`config.mk`:
```
export PLATFORM = sky130hd
export DESIGN_NAME = ctcp_ctrl
export DESIGN_NICKNAME = d
export VERILOG_FILES = /design/src/hw/rtl/ctcp_pkg.sv /design/src/hw/rtl/ctcp_ctrl.sv
export SDC_FILE = /design/constraint.sdc
export NUM_CORES = 1
export LEC_CHECK = 0
export BUFFER_PORTS_ARGS = -buffer_cell sky130_fd_sc_hd__buf_4
export CORE_AREA = 5 5 48 50
export DETAILED_ROUTE_END_ITERATION = 16
export DIE_AREA = 0 0 53 55
export HOLD_SLACK_MARGIN = 0.06
export PLACE_DENSITY = 0.74
export SLEW_MARGIN = 20
export SYNTH_ARGS = -nofsm -noshare
export SYNTH_HDL_FRONTEND = slang
export SYNTH_SLANG_ARGS = --single-unit
```
`constraint.sdc`:
```
create_clock -name clk -period 2.6 [get_ports clk]
set_input_delay 0.78 -clock clk [delete_from_list [all_inputs] [get_ports clk]]
set_output_delay 0.78 -clock clk [all_outputs]
set_load 0.005 [all_outputs]
```
`src/hw/rtl/ctcp_pkg.sv`:
```
// ----------------------------------------------------------------------------
// ctcp_pkg
// shared constants, state codes and controller/datapath interface structs
// ----------------------------------------------------------------------------
package ctcp_pkg;

	// map store and fixed point format
	localparam int MAP_SIDE  = 64;
	localparam int MAP_AW    = 6;
	localparam int FRAC_BITS = 8;
	localparam int ONE_TILE  = 1 << FRAC_BITS;

	// iteration counts of the shared units
	localparam int SQRT_STEPS = 10;
	localparam int DIV_STEPS  = 20;

	// item kinds carried in tuser
	localparam logic OP_WRITE   = 1'b0;
	localparam logic OP_RESOLVE = 1'b1;

	// register indexes
	localparam logic REG_MAP_WIDTH  = 1'b0;
	localparam logic REG_MAP_HEIGHT = 1'b1;

	typedef enum logic [3:0] {
		ST_IDLE,
		ST_INIT,
		ST_RD,
		ST_CHK,
		ST_SQ,
		ST_CMP,
		ST_SQRT,
		ST_PROD,
		ST_DIV,
		ST_ACC,
		ST_NEXT,
		ST_FIN
	} state_t;

	typedef struct packed {
		logic wr_tile;
		logic load;
		logic init;
		logic rd;
		logic sq;
		logic cmp;
		logic sqrt_step;
		logic prod;
		logic div_step;
		logic acc;
		logic adv;
		logic out_ld;
	} cmd_t;

	typedef struct packed {
		logic active;
		logic blocked;
		logic hit;
		logic last;
	} sts_t;

endpackage

```
`src/hw/rtl/ctcp_ctrl.sv`:
```
// ----------------------------------------------------------------------------
// ctcp_ctrl
// sequencer for the tile scan, unit iterations and the output word register
// ----------------------------------------------------------------------------
module ctcp_ctrl (
	input  logic           clk,
	input  logic           arst_n,
	input  logic           s_tvalid,
	output logic           s_tready,
	input  logic [0:0]     s_tuser,
	output logic           m_tvalid,
	input  logic           m_tready,
	output ctcp_pkg::cmd_t cmd,
	input  ctcp_pkg::sts_t sts
);
	import ctcp_pkg::*;

	state_t     state_q, state_d;
	logic [4:0] cnt_q, cnt_d;
	logic       oval_q;

	// state and iteration counter
	always_ff @(posedge clk or negedge arst_n) begin
		if (!arst_n) begin
			state_q <= ST_IDLE;
			cnt_q   <= '0;
		end else begin
			state_q <= state_d;
			cnt_q   <= cnt_d;
		end
	end

	// output word valid
	always_ff @(posedge clk or negedge arst_n) begin
		if (!arst_n) oval_q <= 1'b0;
		else if (cmd.out_ld) oval_q <= 1'b1;
		else if (m_tready) oval_q <= 1'b0;
	end

	assign m_tvalid = oval_q;

	// next state and commands
	always_comb begin
		state_d  = state_q;
		cnt_d    = cnt_q;
		cmd      = '0;
		s_tready = 1'b0;
		unique case (state_q)
			ST_IDLE: begin
				s_tready = 1'b1;
				if (s_tvalid) begin
					if (s_tuser[0] == OP_RESOLVE) begin
						cmd.load = 1'b1;
						state_d  = ST_INIT;
					end else begin
						cmd.wr_tile = 1'b1;
					end
				end
			end
			ST_INIT: begin
				cmd.init = 1'b1;
				state_d  = sts.active ? ST_RD : ST_FIN;
			end
			ST_RD: begin
				cmd.rd  = 1'b1;
				state_d = ST_CHK;
			end
			ST_CHK: state_d = sts.blocked ? ST_SQ : ST_NEXT;
			ST_SQ: begin
				cmd.sq  = 1'b1;
				state_d = ST_CMP;
			end
			ST_CMP: begin
				cmd.cmp = 1'b1;
				cnt_d   = 5'(SQRT_STEPS - 1);
				state_d = sts.hit ? ST_SQRT : ST_NEXT;
			end
			ST_SQRT: begin
				cmd.sqrt_step = 1'b1;
				cnt_d = cnt_q - 5'd1;
				if (cnt_q == 5'd0) state_d = ST_PROD;
			end
			ST_PROD: begin
				cmd.prod = 1'b1;
				cnt_d    = 5'(DIV_STEPS - 1);
				state_d  = ST_DIV;
			end
			ST_DIV: begin
				cmd.div_step = 1'b1;
				cnt_d = cnt_q - 5'd1;
				if (cnt_q == 5'd0) state_d = ST_ACC;
			end
			ST_ACC: begin
				cmd.acc = 1'b1;
				state_d = ST_NEXT;
			end
			ST_NEXT: begin
				if (sts.last) begin
					state_d = ST_FIN;
				end else begin
					cmd.adv = 1'b1;
					state_d = ST_RD;
				end
			end
			ST_FIN: begin
				if (!oval_q || m_tready) begin
					cmd.out_ld = 1'b1;
					state_d    = ST_IDLE;
				end
			end
			default: state_d = ST_IDLE;
		endcase
	end

endmodule

```
==> results of run 1 <==
[power groups by stage]
| stage | Combinational [µW] | Clock (µW) | Sequential [µW] |
|---|---|---|---|
| 5_1_grt | 970 | 154 | 404 |
| 6_report | 874 | 141 | 386 |
| 3_3_place_gp | 862 | 0 | 379 |
| 2_1_floorplan | 691 | 0 | 308 |
| 3_5_place_dp | 877 | 0 | 383 |
| 4_1_cts | 879 | 144 | 381 |
[routing by layer]
metal / global-route usage, % / vias to the layer above / share of wire [%]
met1: 21.4 / 441 / 44
met2: 32.2 / 30 / 50
met4: 3.83 / 0 / 0.52
met5: 0 / - / 0
li1: - / 471 / -
met3: 5.09 / 2 / 5.8
[worst min-delay path by stage]
stage / from / to / depth (start not counted)
after floorplan: arst_n / cnt_q[0] / 0
after global routing: arst_n / state_q[2] / 1
after global placement: m_tvalid / m_tvalid / 2
after detailed placement: m_tvalid / m_tvalid / 2
after CTS: arst_n / state_q[2] / 1
final: arst_n / state_q[2] / 1
[cells by family after synthesis]
kind of cell	after synthesis	share of synthesized area [%]
and+or+nand+nor	49	30.7
AOI/OAI and AO/OA	38	30.0
buffers and inverters	16	8.00
DFF	10	28.6
muxes	1	1.29
adders and majority gates	1	1.43
[cell type report]
| type | instances | share of cell area [%] |
|---|---|---|
| multi-input combinational | 89 | 50.3 |
| sequential | 10 | 22.7 |
| timing repair buffer | 27 | 18.3 |
| clock buffer | 4 | 3.28 |
| tap | 27 | 3.06 |
| inverter | 7 | 2.38 |
[flip-flops by register name, indices dropped and copies added, names as in the netlist]
| signal | count |
|---|---|
| cnt_q | 5 |
| state_q | 4 |
| m_tvalid | 1 |
[per-stage QoR]
step | cells | instance area, µm² | hold WS [ps]
after floorplan | 115 | 876 | 484
after global placement | 160 | 1070 | 555
after detailed placement | 160 | 1070 | 577
after CTS | 164 | 1100 | 337
after global routing | 164 | 1100 | 325
final | 164 | 1100 | 332
[layout by cell type (no fill, tap or decap), types with 2 or more instances in the layout]
cell type and count:
nand2_1 7, buf_4 27, o31ai_1 3, a22oi_1 2
o21ai_0 6, clkbuf_4 3, dfrtp_1 10, nand2b_1 7
nor3_1 7, inv_1 6, a31oi_1 2, and3_1 2
o22ai_1 2, a21oi_1 9, o211ai_1 3, nor2_1 15
==> impl_metrics.json, run 1 <==
{
  "cp_max_fo": 15,
  "worst_path_max_delay_cell": "dfrtp_1",
  "switching_share_pct": 47.0,
  "io_buffers": 22,
  "grt_pass1_wl_mm": 3.82,
  "p_int_uw": 742,
  "dieArea_um2": 2920,
  "hold_path.class": "primary input to asynchronous set/reset pin",
  "synth_top_area_share_pct": 28.6,
  "area_delta_synth_final_pct": 26.1,
  "ctsResizeCount": 0,
  "cts-root-buf": "clkbuf_4",
  "reg2reg_depth": 5,
  "cts_max_path_buffers": 2,
  "async_flop_share_pct": 100,
  "start_util_pct": 47.0,
  "place_congestion": 0.842,
  "num_vias": 944,
  "finalHoldViolations": 0,
  "clock_skew_ps": 5.00,
  "yosysSeqAreaShare_pct": 28.6,
  "synth_edf_count": 0,
  "clock_power_share_pct": 10.1,
  "overflow": 0,
  "regToRegStartpoint": "state_q[3]",
  "p_sw_uw": 658,
  "required_ps": 1820,
  "setup_viol": 0,
  "critPathKind": "flip-flop to output port",
  "cts_sinks": 10,
  "grtUsageTotal_pct": 18.0,
  "diodes": 0,
  "slew_viol_final": 0,
  "yosys.area.top_type": "dfrtp_1",
  "cts.clk_slew.worst_paths_ps": 70,
  "path_depth": 4,
  "dieWidth_um": 53,
  "critPathLaunchType": "flip-flop",
  "synth_warnings": 0,
  "endpoint_kind": "output port",
  "rsz0062_at_grt": "no",
  "antenna_found_initial": 0,
  "synth_cell_types": 43,
  "multi_input_area_um2": 556,
  "n_fill_cell": 183,
  "io_pins": 23,
  "grt_max_degree": 17,
  "worstPathArrival_ps": 1600,
  "cap_viol_max_count": 0,
  "period_needed_ps": 2380,
  "crit_family": "simple AND/OR/NAND/NOR gates",
  "slowest_delay_ps": 560,
  "max_freq_ghz": 0.421,
  "drtIter0Drc": 19,
  "numCtsBuffers": 3,
  "register_area_um2": 250,
  "crit_path_end": "cmd[11]",
  "drive_above_1_share_pct": 28.5,
  "dp_slack_ps": 503,
  "r2r_slack_ps": 690,
  "synth_area_leaders": "dfrtp_1 (29%), nor2_1 (6.4%), a21oi_1 (5.1%), nand2b_1 (5.0%), nor3_1 (4.0%)",
  "p_per_area_nw_per_um2": 1270,
  "grt_pass1_vias": 850,
  "crit_chain": "nor4_2, nand2_1, nor2_1, buf_4",
  "routed_wl_mm": 2.31,
  "vdd_drop_max_mv": 0.771,
  "drt_first_pass_iters": 4,
  "fin_tns_setup_ps": 0,
  "clk_latency_ps": 270,
  "synth_nets": 125,
  "maxSlewHeadroom_pct": 67.6,
  "num_rows": 16,
  "hpwl_mm": 1.78,
  "ys.flop_type": "dfrtp_1",
  "die_h_um": 55,
  "antenna_left": 0,
  "combPwrFrac_pct": 62.4,
  "post_cts_buffers": 0,
  "leakagePower_uw": 0.000485,
  "wl_per_cell_um": 14.1,
  "ctsHoldBuffers": 0,
  "synthMostInstantiatedCell": "nor2_1",
  "avgViaCountPerCell": 5.76,
  "post-route-drc-count": 0,
  "power_uw": 1400,
  "r2r-end": "state_q[3]",
  "synth_seq_cells": 10,
  "fp.coreArea_um2": 1860,
  "p_seq_share_pct": 27.6,
  "crit_path_start": "state_q[0]",
  "synthesis.instances": 115,
  "tightestPinTransition_ps": 486,
  "crit_buf_inv": 1,
  "htreeDepth": 1,
  "fin_crit_sh_pct": 91.4,
  "final_util_pct": 59.3,
  "syn-cell-area_um2": 876,
  "cts_tree": "done",
  "avgSynthCellArea_um2": 7.62,
  "outcome": "completed",
  "fin_ws_ps": 223,
  "synthTopCellsByCount": "nor2_1 (15), dfrtp_1 (10), a21oi_1 (9)",
  "nets": 148
}
Note: power is estimated with default switching activity, not from simulation.
==> run 2, diff against run 1 <==
Settings changed: MAX_ROUTING_LAYER set to met4.
==> run 2 against run 1 <==
Effect of this change: fmax is 2.7% higher; hold slack got worse by 3.8 ps; die area is the same; non-clock buffer count is the same; count of clock-buffer cells in the layout stayed put; highest routed layer unchanged; global-route usage up 1.3 points; combinational power grew 0.7%; critical path depth unchanged; sequential power about the same; clock power rose by 4%; final cell count stayed put.
==> impl_metrics.json, run 2 (synthesis gave the netlist of run 1 again) <==
{
  "outcome": "completed",
  "fin_ws_ps": 286,
  "io_buffers": 22,
  "fin_crit_sh_pct": 89.0,
  "post-route-drc-count": 0,
  "diodes": 0,
  "overflow": 0,
  "cts_tree": "done",
  "dieArea_um2": 2920,
  "maxSlewHeadroom_pct": 66.1,
  "required_ps": 1820,
  "drt_first_pass_iters": 4,
  "clock_skew_ps": 1.57,
  "num_rows": 16,
  "dieWidth_um": 53,
  "hold_path.class": "primary input to asynchronous set/reset pin",
  "fp.coreArea_um2": 1860,
  "largest_reg_flops": 5,
  "die_h_um": 55,
  "antenna_found_initial": 0,
  "final_util_pct": 59.3,
  "leakagePower_uw": 0.000485,
  "place_congestion": 0.898,
  "clk_latency_ps": 270,
  "max_freq_ghz": 0.432,
  "hpwl_mm": 1.79,
  "dp_slack_ps": 586,
  "grt_pass1_vias": 874,
  "cts-root-buf": "clkbuf_4",
  "fin_tns_setup_ps": 0,
  "rsz0062_at_grt": "no",
  "cap_viol_max_count": 0,
  "grtUsageTotal_pct": 19.2,
  "htreeDepth": 1,
  "n_fill_cell": 190,
  "ctsResizeCount": 0,
  "num_vias": 957,
  "drive_above_1_share_pct": 28.5,
  "critPathLaunchType": "flip-flop",
  "cts.clk_slew.worst_paths_ps": 70,
  "setup_viol": 0,
  "slew_viol_final": 0,
  "nets": 148,
  "cp_max_fo": 15,
  "avgViaCountPerCell": 5.84,
  "finalHoldViolations": 0,
  "numCtsBuffers": 3,
  "register_area_um2": 250,
  "routed_wl_mm": 2.37,
  "top_register": "cnt_q",
  "worstPathArrival_ps": 1530,
  "ctsHoldBuffers": 0,
  "post_cts_buffers": 0,
  "io_pins": 23,
  "antenna_left": 0,
  "start_util_pct": 47.0,
  "cts_sinks": 10,
  "cts_max_path_buffers": 2,
  "grt_pass1_wl_mm": 4.03,
  "drtIter0Drc": 22,
  "critPathKind": "flip-flop to output port",
  "vdd_drop_max_mv": 0.651,
  "endpoint_kind": "output port",
  "layout_common_cells": "buf_4 (27), nor2_1 (15), dfrtp_1 (10)",
  "final_common_cell": "buf_4",
  "multi_input_area_um2": 556,
  "tightestPinTransition_ps": 509,
  "area_delta_synth_final_pct": 26.1,
  "p_per_area_nw_per_um2": 1280,
  "wl_per_cell_um": 14.5,
  "period_needed_ps": 2310,
  "grt_max_degree": 17,
  "power_uw": 1410
}
-- run 2: cell counts in the layout (fill, tap and decap cells not counted) --
Identical to the previous run, type by type.
-- run 2: routing by layer --
layer | vias to the layer above | GRT usage (%) | routed length [µm]
li1 | 468 | - | -
met1 | 456 | 23.0 | 1040
met2 | 29 | 32.0 | 1140
met3 | 4 | 4.02 | 168
met4 | 0 | 7.23 | 23
met5 | - | - | 0
-- run 2: worst paths after layout --
path	slack [ps]	depth (start not counted)	end	startpoint
worst max-delay path	290	4	cmd[11]	state_q[0]
worst min-delay path	330	1	state_q[0]	arst_n
worst max register to register	670	5	state_q[3]	state_q[3]
worst min register to register	580	2	m_tvalid	m_tvalid
max in group asynchronous	2120	1	cnt_q[4]	arst_n
min in group clk	580	2	m_tvalid	m_tvalid
-- run 2: through the flow --
step	area, µm²	hold WS [ps]	cells
final	1100	328	164
after global routing	1100	320	164
after CTS	1100	330	164
after detailed placement	1070	571	160
after global placement	1070	561	160
after floorplan	876	484	115
-- run 2: area by class of cell --
class | count | share of cell area [%]
multi-input combinational | 89 | 50.3
sequential | 10 | 22.7
clock buffer | 4 | 3.28
timing repair buffer | 27 | 18.3
tap | 27 | 3.06
inverter | 7 | 2.38
-- run 2: where the power goes --
part	total (µW)	switching (µW)	internal, µW
registers	387	152	234
clock network	146	60.9	85.1
logic	880	458	422
total	1410	671	741
-- run 2: critical path, stage by stage, from the launching register on --
cell and delay, ps:
dfrtp_1 540, nor4_2 390, nand2_1 90, nor2_1 110
buf_4 120
